### src/design/assert_macros.svh
// Assertion helpers, sampled on the rising clock edge and disabled in reset.
`ifndef ASSERT_MACROS_SVH
`define ASSERT_MACROS_SVH

// cons must hold at every edge
`define ASSERT_ALWAYS(label, clk, rst_n, cons, msg) \
  label: assert property (@(posedge clk) disable iff (!rst_n) (cons)) \
    else $error(msg);

// same-cycle implication
`define ASSERT_IMPLY(label, clk, rst_n, ante, cons, msg) \
  label: assert property (@(posedge clk) disable iff (!rst_n) (ante) |-> (cons)) \
    else $error(msg);

// next-cycle implication
`define ASSERT_NEXT(label, clk, rst_n, ante, cons, msg) \
  label: assert property (@(posedge clk) disable iff (!rst_n) (ante) |=> (cons)) \
    else $error(msg);

`endif

### src/design/u2u_pkg.sv
package u2u_pkg;

  localparam int unsigned BYTE_W = 8;
  localparam int unsigned UNIT_W = 16;
  localparam int unsigned LEFT_W = 3;
  localparam int unsigned CONT_BITS = 6;

  localparam logic [1:0] CONT_TAG = 2'b10;
  localparam logic [4:0] SURR_TAG = 5'b11011;

  typedef struct packed {
    logic [LEFT_W-1:0] bytes_left;
    logic [UNIT_W-1:0] partial;
    logic              partial_hi;
    logic              broken;
    logic              draining;
  } dec_state_t;

  typedef struct packed {
    logic              fire;
    logic [UNIT_W-1:0] code_unit;
    logic              unit_valid;
    logic              string_end;
  } dec_result_t;

  localparam dec_state_t STATE_CLEAR = '0;

endpackage

### src/design/u2u_step.sv
module u2u_step
  import u2u_pkg::*;
(
  input  dec_state_t        st,
  input  logic [BYTE_W-1:0] in_byte,
  input  logic              buffer_end,
  output dec_state_t        st_nxt,
  output dec_result_t       res
);

  logic              lead_ok;
  logic [LEFT_W-1:0] lead_left;
  logic [UNIT_W-1:0] lead_first;
  logic              cont_bad;
  logic              broken_c;
  logic [UNIT_W-1:0] partial_c;
  logic              hi_c;
  logic [LEFT_W-1:0] left_c;
  logic              unit_ok;

  always_comb begin
    lead_ok    = 1'b1;
    lead_left  = '0;
    lead_first = '0;
    case (in_byte) inside
      8'b110?????: begin
        lead_left  = LEFT_W'(1);
        lead_first = UNIT_W'(in_byte[4:0]);
      end
      8'b1110????: begin
        lead_left  = LEFT_W'(2);
        lead_first = UNIT_W'(in_byte[3:0]);
      end
      8'b11110???: begin
        lead_left  = LEFT_W'(3);
        lead_first = UNIT_W'(in_byte[2:0]);
      end
      8'b111110??: begin
        lead_left  = LEFT_W'(4);
        lead_first = UNIT_W'(in_byte[1:0]);
      end
      8'b1111110?: begin
        lead_left  = LEFT_W'(5);
        lead_first = UNIT_W'(in_byte[0]);
      end
      default: lead_ok = 1'b0;
    endcase
  end

  // continuation byte
  assign cont_bad  = (in_byte[7:6] != CONT_TAG);
  assign broken_c  = st.broken | cont_bad;
  assign partial_c = cont_bad ? st.partial
                              : {st.partial[UNIT_W-CONT_BITS-1:0], in_byte[CONT_BITS-1:0]};
  assign hi_c      = st.partial_hi | (!cont_bad && (st.partial[UNIT_W-1:UNIT_W-CONT_BITS] != '0));
  assign left_c    = st.bytes_left - LEFT_W'(1);
  assign unit_ok   = !broken_c && !hi_c && (partial_c[15:11] != SURR_TAG);

  always_comb begin
    st_nxt = st;
    res    = '0;
    if (st.draining) begin
      if (buffer_end) begin
        st_nxt = STATE_CLEAR;
      end
    end else if (st.bytes_left == '0) begin
      if (in_byte == '0) begin
        st_nxt          = STATE_CLEAR;
        st_nxt.draining = !buffer_end;
        res.fire        = 1'b1;
        res.string_end  = 1'b1;
      end else if (!in_byte[7]) begin
        if (buffer_end) begin
          st_nxt = STATE_CLEAR;
        end
        res.fire       = 1'b1;
        res.unit_valid = 1'b1;
        res.code_unit  = UNIT_W'(in_byte);
        res.string_end = buffer_end;
      end else if (buffer_end) begin
        st_nxt         = STATE_CLEAR;
        res.fire       = 1'b1;
        res.string_end = 1'b1;
      end else if (lead_ok) begin
        st_nxt.bytes_left = lead_left;
        st_nxt.partial    = lead_first;
        st_nxt.partial_hi = 1'b0;
        st_nxt.broken     = 1'b0;
      end
    end else if (left_c == '0) begin
      st_nxt         = STATE_CLEAR;
      res.fire       = unit_ok | buffer_end;
      res.unit_valid = unit_ok;
      res.code_unit  = unit_ok ? partial_c : '0;
      res.string_end = buffer_end;
    end else if (buffer_end) begin
      st_nxt         = STATE_CLEAR;
      res.fire       = 1'b1;
      res.string_end = 1'b1;
    end else begin
      st_nxt.bytes_left = left_c;
      st_nxt.partial    = partial_c;
      st_nxt.partial_hi = hi_c;
      st_nxt.broken     = broken_c;
    end
  end

endmodule

### src/design/utf8_to_ucs2_converter_core.sv
// The result of an input transfer appears in the output register in the next cycle.
// Throughput: one byte per cycle while in_tready is high; the decode state updates in the accepting cycle.
// in_tready stays high while the output register is empty or being drained.
// Reset (rst_n low, synchronous): decode state cleared, output register empty.
`include "assert_macros.svh"

module utf8_to_ucs2_converter_core
  import u2u_pkg::*;
(
  input  logic              clk,
  input  logic              rst_n,
  input  logic              in_tvalid,
  output logic              in_tready,
  input  logic [BYTE_W-1:0] in_tdata,   // [7:0] in_byte
  input  logic              in_tlast,   // buffer_end
  output logic              out_tvalid,
  input  logic              out_tready,
  output logic [UNIT_W-1:0] out_tdata,  // [15:0] code_unit
  output logic              out_tuser,  // [0] unit_valid
  output logic              out_tlast   // string_end
);

  dec_state_t  st_r, st_nxt;
  dec_result_t res;
  logic        in_xfer;

  logic              out_valid_r;
  logic [UNIT_W-1:0] out_unit_r;
  logic              out_uvalid_r;
  logic              out_end_r;

  u2u_step u_step (
    .st        (st_r),
    .in_byte   (in_tdata),
    .buffer_end(in_tlast),
    .st_nxt    (st_nxt),
    .res       (res)
  );

  assign in_tready = !out_valid_r || out_tready;
  assign in_xfer   = in_tvalid && in_tready;

  always_ff @(posedge clk) begin
    if (!rst_n) begin
      st_r        <= STATE_CLEAR;
      out_valid_r <= 1'b0;
    end else begin
      if (in_xfer) begin
        st_r        <= st_nxt;
        out_valid_r <= res.fire;
      end else if (out_tready) begin
        out_valid_r <= 1'b0;
      end
    end
  end

  always_ff @(posedge clk) begin
    if (in_xfer && res.fire) begin
      out_unit_r   <= res.code_unit;
      out_uvalid_r <= res.unit_valid;
      out_end_r    <= res.string_end;
    end
  end

  assign out_tvalid = out_valid_r;
  assign out_tdata  = out_unit_r;
  assign out_tuser  = out_uvalid_r;
  assign out_tlast  = out_end_r;

  `ASSERT_IMPLY(a_no_surrogate, clk, rst_n, out_tvalid && out_tuser,
    out_tdata[15:11] != SURR_TAG, "surrogate code unit emitted")
  `ASSERT_IMPLY(a_invalid_zero, clk, rst_n, out_tvalid && !out_tuser,
    out_tdata == '0 && out_tlast, "result without unit must be an end marker")
  `ASSERT_ALWAYS(a_drain_boundary, clk, rst_n,
    !st_r.draining || st_r.bytes_left == '0, "draining inside a sequence")
  `ASSERT_NEXT(a_end_clears, clk, rst_n, in_xfer && in_tlast,
    st_r == STATE_CLEAR, "state not cleared after buffer end")

endmodule
### config.mk
export PLATFORM = sky130hd
export DESIGN_NAME = utf8_to_ucs2_converter_core
export DESIGN_NICKNAME = d
export VERILOG_FILES = /design/src/design/u2u_pkg.sv /design/src/design/u2u_step.sv /design/src/design/utf8_to_ucs2_converter_core.sv
export VERILOG_INCLUDE_DIRS = /design/src /design/src/design
export SDC_FILE = /design/constraint.sdc
export NUM_CORES = 1
export LEC_CHECK = 0
export BUFFER_PORTS_ARGS = -buffer_cell sky130_fd_sc_hd__buf_2
export CORE_MARGIN = 5
export CORE_UTILIZATION = 35
export CTS_CLUSTER_SIZE = 40
export DETAILED_ROUTE_END_ITERATION = 8
export PLACE_DENSITY = 0.54
export SETUP_SLACK_MARGIN = 0.02
export SKIP_CTS_REPAIR_TIMING = 1
export SLEW_MARGIN = 20
export SYNTH_ARGS = -nofsm -noshare
export SYNTH_HDL_FRONTEND = slang
export SYNTH_SLANG_ARGS = --single-unit
### constraint.sdc
create_clock -name clk -period 2.9 [get_ports clk]
set_clock_uncertainty 0.1 [all_clocks]
set_input_delay 0.58 -clock clk [delete_from_list [all_inputs] [get_ports clk]]
set_output_delay 0.58 -clock clk [all_outputs]
set_load 0.005 [all_outputs]
; ---- Word-level counts from Yosys, hierarchy flattened
; Index checks and enable logic that the tools add are counted.
[word_totals]
regBits = 41
in_bits = 13
output_inout_bits = 20
word_cells = 81
[op_classes]
n_addsub = 1
n_eq_ne = 10
muxes = 41
bitwise_logic = 3
n_reduce_logical = 17
[op_table]
columns = cell, count
row1 = $mux 22, 7
row2 = $mux 16, 6
row3 = $mux 21, 3
row4 = $mux 19, 2
row5 = $mux 17, 2
row6 = $mux 1, 15
row7 = $mux 3, 5
row8 = $logic_not 8->1, 1
row9 = $mux 8, 1
row10 = $eq 7x7->1 const B, 1
row11 = $eq 6x6->1 const B, 1
row12 = $logic_not 3->1, 2
row13 = $reduce_bool 6->1, 1
row14 = $eq 5x5->1 const B, 1
row15 = $logic_and 1x1->1, 5
row16 = $logic_not 1->1, 5
row17 = $ne 5x5->1 const B, 1
row18 = $eq 4x4->1 const B, 1
row19 = $ne 2x2->1 const B, 2
row20 = $ne 4x3->1 const B, 1
row21 = $ne 4x4->1 const B, 1
row22 = $reduce_and 4->1, 1
row23 = $eq 3x3->1 const B, 1
row24 = $or 1x1->1, 3
row25 = other kinds (3), 3

; ---- Logic depth before layout (Yosys ltp)
; Gate-level depths: netlist of the first run.
[depth]
depth_word = 12
ltp_mapped = 8
ltp_nobuf = 7

; ---- Modules after synthesis
; Synthesis of the first run repeated with hierarchy kept, for this count alone.
[unflattened]
cells_unflattened = 289
hier_area_um2 = 2461.1
[modules_own_cells]
columns = mod, n_inst, cells_per_inst, area_per_inst_um2, seq_area_each_um2
row1 = utf8_to_ucs2_converter_core, 1, 120, 1498.9, 1001.0
row2 = u2u_step, 1, 169, 962.2, 0.0

; ---- Least setup slack after synthesis of the first run
; OpenSTA, ideal clock, no wires.
[synth_path]
path_kind = input-to-reg
startpoint = input in_tdata[7]
endpoint = register out_unit_r[0], in the netlist out_tdata[0] (enable)
setup_time_ns = 0.392
t_arrival_ns = 2.090
t_required_ns = 2.408
path_slack_ns = 0.318
path_stages = 6
path_buffers = 1
cell_sequence = buf_6 > nor4b_1 > o211ai_1 > o211ai_1 > nand2_1 > nor2_1
[synth_between]
elab_chain_cells = 12
word_cells_on_any_way = 19
classes_between = 2 x eq/ne / 6 x mux / 3 x bitwise / 8 x reduce/logical
[synth_lines]
columns = item, line
row1 = start: declaration, utf8_to_ucs2_converter_core.sv:14  ; input logic [BYTE_W-1:0] in_tdata,
row2 = $ne 2x2->1, u2u_step.sv:51  ; assign cont_bad = (in_byte[7:6] != CONT_TAG);
row3 = $logic_not 1->1, u2u_step.sv:55  ; assign hi_c = st.partial_hi | (!cont_bad && (st.partial[UNIT_W-1:UNIT_W-CONT_BITS] != '0));
row4 = $logic_and 1x1->1, u2u_step.sv:55
row5 = $or 1x1->1, u2u_step.sv:55
row6 = $logic_not 1->1, u2u_step.sv:57  ; assign unit_ok = !broken_c && !hi_c && (partial_c[15:11] != SURR_TAG);
row7 = $logic_and 1x1->1 (2 in a row), u2u_step.sv:57
row8 = $or 1x1->1, u2u_step.sv:92  ; res.fire = unit_ok | buffer_end;
row9 = $mux 1, u2u_step.sv:90  ; end else if (left_c == '0) begin
row10 = $mux 19 *, u2u_step.sv:66  ; end else if (st.bytes_left == '0) begin
row11 = $mux 19 *, u2u_step.sv:62  ; if (st.draining) begin
row12 = $logic_and 1x1->1 *, utf8_to_ucs2_converter_core.sv:58  ; if (in_xfer && res.fire) begin
row13 = end signal: assignment, utf8_to_ucs2_converter_core.sv:59  ; out_unit_r <= res.code_unit;
row14 = end: declaration, utf8_to_ucs2_converter_core.sv:28  ; logic [UNIT_W-1:0] out_unit_r;
; Mark *: on every way between the ends. The rest lies on a longest branch, timed or not.
; A chain may end at the register's enable or synchronous reset.

; ---- Worst setup path in the final report of the first run
[layout_path]
startpoint = input in_tlast
endpoint = register st_r[7] in the netlist's numbering
[layout_between]
elab_chain_cells = 5
word_cells_on_any_way = 11
classes_between = 3 x eq/ne / 7 x mux / 1 x reduce/logical
[layout_lines]
columns = item, line
row1 = start: declaration, utf8_to_ucs2_converter_core.sv:15  ; input logic in_tlast,
row2 = $mux 21, u2u_step.sv:80  ; end else if (buffer_end) begin
row3 = $mux 22, u2u_step.sv:72  ; end else if (!in_byte[7]) begin
row4 = $mux 22, u2u_step.sv:67  ; if (in_byte == '0) begin
row5 = $mux 22, u2u_step.sv:66
row6 = $mux 22, u2u_step.sv:62
row7 = end signal: assignment, utf8_to_ucs2_converter_core.sv:49  ; st_r <= st_nxt;
row8 = end: declaration, utf8_to_ucs2_converter_core.sv:23  ; dec_state_t st_r, st_nxt;
; Several ways; a longest one is shown, not always the timed one.

==> results of run 1 <==
cell type report:
type                            count  area (sq um)  share of cell area, %
Multi-Input combinational cell    154           950                   39.4
Sequential cell                    41          1000                   41.6
Clock inverter                      2          37.5                   1.56
Inverter                            9          33.8                   1.40
Clock buffer                        6          82.6                   3.43
Tap cell                           72          90.1                   3.74
Timing Repair Buffer               39           213                   8.84
per-stage QoR:
stage	cells	setup slack [ns]
floorplan	215	0.318
global placement	315	0.332
detailed placement	315	0.265
CTS	323	0.285
global route	323	0.235
finish	323	0.523
worst max-delay path, delay by kind of cell:
family | cells | cell delay [ns]
buffers and inverters | 2 | 0.44
AO/OA/AOI/OAI | 4 | 1.40
registers in the layout, summed over array words and instances (netlist names):
signal / flops
out_tdata: 16
out_tlast: 1
st_r: 22
out_tuser: 1
out_tvalid: 1
Yosys cell counts (2+ instances only):
cell type / instances
inv_1: 8
nand2_1: 37
o21ai_0: 5
nand3_1: 6
edfxtp_1: 18
a21oi_1: 22
nor2b_1: 6
and3_2: 2
clkbuf_1: 5
and3_1: 2
dfxtp_1: 23
nor2_1: 10
a211oi_1: 2
o32ai_1: 3
a31oi_1: 3
nor4_1: 3
ha_1: 3
buf_6: 2
or4_1: 3
o31ai_1: 3
nor3_1: 5
o211ai_1: 2
nand2b_1: 4
a22o_1: 10
report_power, final:
part / internal [mW] / switching, mW / total [mW]
combinational: 0.0518 / 0.0917 / 0.144
clock: 0.280 / 0.204 / 0.484
sequential: 0.626 / 0.00714 / 0.633
how the worst max path moves through the flow:
stage               cells after the start  slack [ns]                         end
floorplan                               6        0.32  out_tdata[0]$_SDFFCE_PP0P_
global placement                        6        0.33     out_tuser$_SDFFCE_PP0P_
detailed placement                      6        0.27        st_r[2]$_SDFFE_PN0P_
CTS                                     7        0.28        st_r[7]$_SDFFE_PN0P_
global route                            7        0.23       st_r[18]$_SDFFE_PN0P_
finish                                  6        0.52        st_r[7]$_SDFFE_PN0P_
metal layers:
layer  wire length, microns  part of all wire (%)  global-route usage [%]
met4                     47                  0.89                    3.26
met2                   2530                    48                    24.9
met1                   2460                    46                    20.8
met5                      0                     0                       0
met3                    253                   4.8                    3.42
kinds of logic after synthesis:
kind of cell             share of synthesized area [%]
AO/OA/AOI/OAI                                     21.7
XOR/XNOR                                         0.428
buffers and inverters                             5.19
multiplexers                                     0.489
adder cells (fa/ha/maj)                           1.83
flip-flops                                        48.9
AND/OR/NAND/NOR                                   21.4
==> key figures, run 1 <==
Critical path
  • Crit path largest cell delay: 0.61 ns
  • R2R Path Start: st_r[19]$_SDFFE_PN0P_
  • CP required: 2.95 ns
  • CP startpoint kind: primary input
  • Worst setup path start: in_tlast
  • Reg2reg end: st_r[7]$_SDFFE_PN0P_
  • Crit-path slowest cell: a211oi_1
  • CP Cell Sequence: buf_2 -> clkinv_1 -> a211oi_1 -> o31ai_4 -> a21oi_1 -> o32ai_1
  • Worst setup path class: in2reg
  • Reg-to-reg setup timing slack: 0.56 ns
  • Setup crit end kind: flip-flop
  • Critical path fanouts, max: 14
  • R2R depth: 7
  • Worst EP arrival: 2.43 ns

Power
  • Power, Total: 1.26 mW
  • PwrDens: 524 mW/mm^2
  • P_leak: 0.889 nW
  • Worst ir drop on vdd: 0.207 mV

Routing
  • WL final: 5300 microns
  • DRC Markers: 0
  • Post-DR wirelength/cell: 16.4 microns
  • DRT Pass-1 Iters: 4
  • Vias post-DR: 1736
  • 1st-iter DRT viols: 95
  • Post-DRT Antenna Nets: 0
  • Via density per instance: 5.37

Final layout
  • Final net count: 266
  • Most common cell after layout, fill and taps aside: nand2_1
  • Most frequent cells in the layout: 37 x nand2_1, 32 x buf_2, 23 x dfxtp_1, 22 x a21oi_1, 18 x edfxtp_1
  • Layout Utilization: 42.9%
  • Antenna fix cells: 0
  • Filler instances: 605
  • Share of cells above drive strength 1: 22.7%
  • Final instance area: 0.00241 sq mm
  • Area Growth Syn to Fin: 17.5%

Clocking
  • Worst skew pair latency: 0.29 ns
  • Clk slew on worst S/H paths: 0.08 ns
  • CTS tree: yes
  • Root Driver: clkbuf_8
  • Clock Sinks: 41
  • H-tree Lvls: 2
  • Total CTS buffers: 5
  • CTS Buffer Depth: 2

Timing
  • RSZ-0062 raised after global routing: false
  • Min Hold Slack: 0.385 ns
  • Max-slew headroom: 59.9%
  • Slew @ Worst Pin: 0.596 ns
  • Final setup violation count: 0
  • Max Clk Rate: 0.421 GHz
  • Final worst path period need: 2.38 ns
  • Final count of hold timing violations: 0
  • Tcrit/Tclk final: 82.0%
  • Final Max Slew Viols: 0
  • Setup TNS: 0 ns

Floorplan
  • Rows: 27
  • Initial Utilization: 36.5%
  • DIE HEIGHT: 86.5 microns
  • Die area: 0.00748 sq mm
  • Num ports: 33
  • Core Region: 0.00561 sq mm
  • Die W: 86.5 microns

Run
  • Max-cap violations: 0

Outcome
  • Status: finished clean

Place
  • IO Port Bufs: 32
  • Routability cong.: 0.836
  • HPWL Detailed: 3890 microns
  • Post-Place Cell Area: 0.00228 sq mm

Synth
  • Mean Syn Cell Area: 9.53 sq um
  • Synth warn: 0
  • Post-synth cell types: 52
  • Seq/Total Area, Yosys: 48.9%
  • Syn Nets: 231
  • Async SR Flop Fraction: 0%
  • Top cell type's share of synthesized area: 26.4%
  • Synth area leaders: edfxtp_1 26%, dfxtp_1 22%, nand2_1 6.8%, a21oi_1 5.4%, a22o_1 4.3%
  • Seq cells post-synth: 41
  • Most used DFF post-synth: dfxtp_1
  • Synth Cell Area: 0.00205 sq mm
  • EDFF count, synth: 18
  • Syn Inst Count: 215
  • Cell taking the most area after synthesis: edfxtp_1

Worst hold path
  • Hold Path Class: reg2reg
  • Hold EP: st_r[20]$_SDFFE_PN0P_
  • Hold Path Stages: 2
  • Hold path start: st_r[20]$_SDFFE_PN0P_

GRT
  • Gr ovfl total: 0
  • First-pass GRT wire length: 9050 microns
  • Initial antenna violation count: 0
  • Largest net degree at the start of global routing: 17
  • GRT Overall Usage: 15.3%
  • Vias in the first global route: 1785
(Power assumes the default switching activity.)
==> inputs of run 2 (changes only) <==
- clock period: 2.9 -> 2.4 ns (I/O delays scaled with it)
==> key figures, run 2 (synthesis results as in run 1) <==
Outcome
  • Status: finished clean

GRT
  • GR Util met3: 3.42% (unchanged)
  • GRT Overall Usage: 15.5% (+0.16 points)
  • Initial antenna violation count: 0 (unchanged)
  • Grt met2 use: 25.9% (+1.0 points)
  • Gr ovfl total: 0 (unchanged)
  • Vias in the first global route: 1728 (-3.2%)
  • Largest net degree at the start of global routing: 17 (unchanged)
  • GRT busiest layer: met2
  • First-pass GRT wire length: 9000 microns (-0.53%)
  • GRT met1 Usage: 20.1% (-0.72 points)

Power
  • P_leak: 0.942 nW (+6.0%)
  • Power, Total: 1.60 mW (+27%)
  • Worst ir drop on vdd: 0.348 mV (+68%)
  • PwrDens: 643 mW/mm^2 (+23%)

Timing
  • Min Hold Slack: 0.363 ns (-0.0223 ns)
  • Tcrit/Tclk final: 90.5%
  • Final setup violation count: 0 (unchanged)
  • Final worst path period need: 2.17 ns
  • Setup TNS: 0 ns (unchanged)
  • Slew @ Worst Pin: 0.758 ns (+0.162 ns)
  • RSZ-0062 raised after global routing: false
  • Final count of hold timing violations: 0 (unchanged)
  • Final Max Slew Viols: 0 (unchanged)
  • Max-slew headroom: 49.2% (-11 points)
  • Max Clk Rate: 0.460 GHz

Floorplan
  • DIE HEIGHT: 86.5 microns (unchanged)
  • Initial Utilization: 36.5% (unchanged)
  • Die W: 86.5 microns (unchanged)
  • Core Region: 0.00561 sq mm (unchanged)
  • Rows: 27 (unchanged)
  • Die area: 0.00748 sq mm (unchanged)
  • Num ports: 33 (unchanged)

Critical path
  • CP required: 2.51 ns (-0.44 ns)
  • Crit path largest cell delay: 0.63 ns (+0.02 ns)
  • Setup crit end kind: flip-flop
  • Crit-path slowest cell: o31ai_2
  • CP startpoint kind: flip-flop
  • Worst EP arrival: 2.28 ns (-0.15 ns)
  • CP Cell Sequence: inv_1 -> ha_1 -> nor2b_1 -> o31ai_1 -> o31ai_2 -> buf_4 -> nand3_1 -> o41ai_2
  • Worst setup path class: reg2reg
  • Critical path fanouts, max: 9 (-5)

Routing
  • DRC Markers: 0 (unchanged)
  • WL final: 5430 microns (+2.5%)
  • DRT Pass-1 Iters: 4 (unchanged)
  • Via density per instance: 5.27 (-1.9%)
  • Post-DRT Antenna Nets: 0 (unchanged)
  • Post-DR wirelength/cell: 16.3 microns (-0.30%)
  • Vias post-DR: 1750 (+0.81%)
  • 1st-iter DRT viols: 133 (+40%)

Place
  • HPWL Detailed: 3920 microns (+0.69%)
  • Inst Count DP: 324 (+2.9%)
  • Routability cong.: 0.833 (-0.37%)
  • IO Port Bufs: 32 (unchanged)

Run
  • Max-cap violations: 0 (unchanged)

Clocking
  • Clk slew on worst S/H paths: 0.09 ns (about the same)
  • Clock Sinks: 41 (unchanged)
  • CTS tree: yes
  • CTS Buffer Depth: 2 (unchanged)
  • Root Driver: clkbuf_8
  • Worst skew pair latency: 0.30 ns (about the same)
  • H-tree Lvls: 2 (unchanged)
  • Total CTS buffers: 5 (unchanged)

Worst hold path
  • Hold Path Class: in2reg

Final layout
  • Layout Utilization: 44.3% (+1.4 points)
  • Flip-flop count of the largest register after layout: 22 (unchanged)
  • Final net count: 275 (+3.4%)
  • Most common cell after layout, fill and taps aside: nand2_1
  • Antenna fix cells: 0 (unchanged)
  • Most frequent cells in the layout: 37 x nand2_1, 32 x buf_2, 23 x dfxtp_1, 22 x a21oi_1, 18 x edfxtp_1
  • Area Growth Syn to Fin: 21.3%
  • Final cell count without fillers: 332 (+2.8%)
  • Filler instances: 571 (-5.6%)
  • Share of cells above drive strength 1: 26.2% (+3.4 points)
  • Biggest register: st_r
run 2: worst paths after layout:
| check | from | endpoint | slack, ns | cells past startpoint |
|---|---|---|---|---|
| worst max-delay path | st_r[19]$_SDFFE_PN0P_ | st_r[20]$_SDFFE_PN0P_ | 0.23 | 8 |
| worst min-delay path | in_tvalid | out_tvalid$_SDFFE_PN0P_ | 0.36 | 3 |
| worst max register to register | st_r[19]$_SDFFE_PN0P_ | st_r[20]$_SDFFE_PN0P_ | 0.23 | 8 |
| worst min register to register | st_r[18]$_SDFFE_PN0P_ | st_r[18]$_SDFFE_PN0P_ | 0.38 | 2 |
run 2: report_power, final:
part           internal (mW)  switching [mW]
sequential             0.757         0.00842
clock                  0.377           0.268
combinational         0.0735           0.115
total                   1.21           0.391
run 2: metrics by stage:
stage / worst slack (ns) / instance area, sq um
3_5_place_dp: 0.0757 / 2350
4_1_cts: 0.145 / 2480
6_report: 0.228 / 2480
2_1_floorplan: 0.197 / 2050
5_1_grt: 0.0373 / 2480
3_3_place_gp: 0.0988 / 2350
run 2: final cells by class:
type | instances | area (sq um) | area share [%]
sequential | 41 | 1000 | 40.3
clock inverter | 2 | 38.8 | 1.56
inverter | 9 | 33.8 | 1.36
timing repair buffer | 48 | 280 | 11.3
clock buffer | 6 | 93.8 | 3.78
multi-input combinational | 154 | 947 | 38.1
tap | 72 | 90.1 | 3.63
run 2: critical path, delay by kind of cell (launching register included):
family / cells / cell delay (ns)
AOI/OAI and AO/OA: 3 / 0.81
buffers and inverters: 2 / 0.37
DFF: 1 / 0.33
and+or+nand+nor: 2 / 0.28
adders and majority gates: 1 / 0.20
run 2: routing by layer:
layer,routed length (microns),share of wire (%)
met2,2570,47
met5,0,0
met1,2530,47
met3,275,5.1
met4,53,0.98
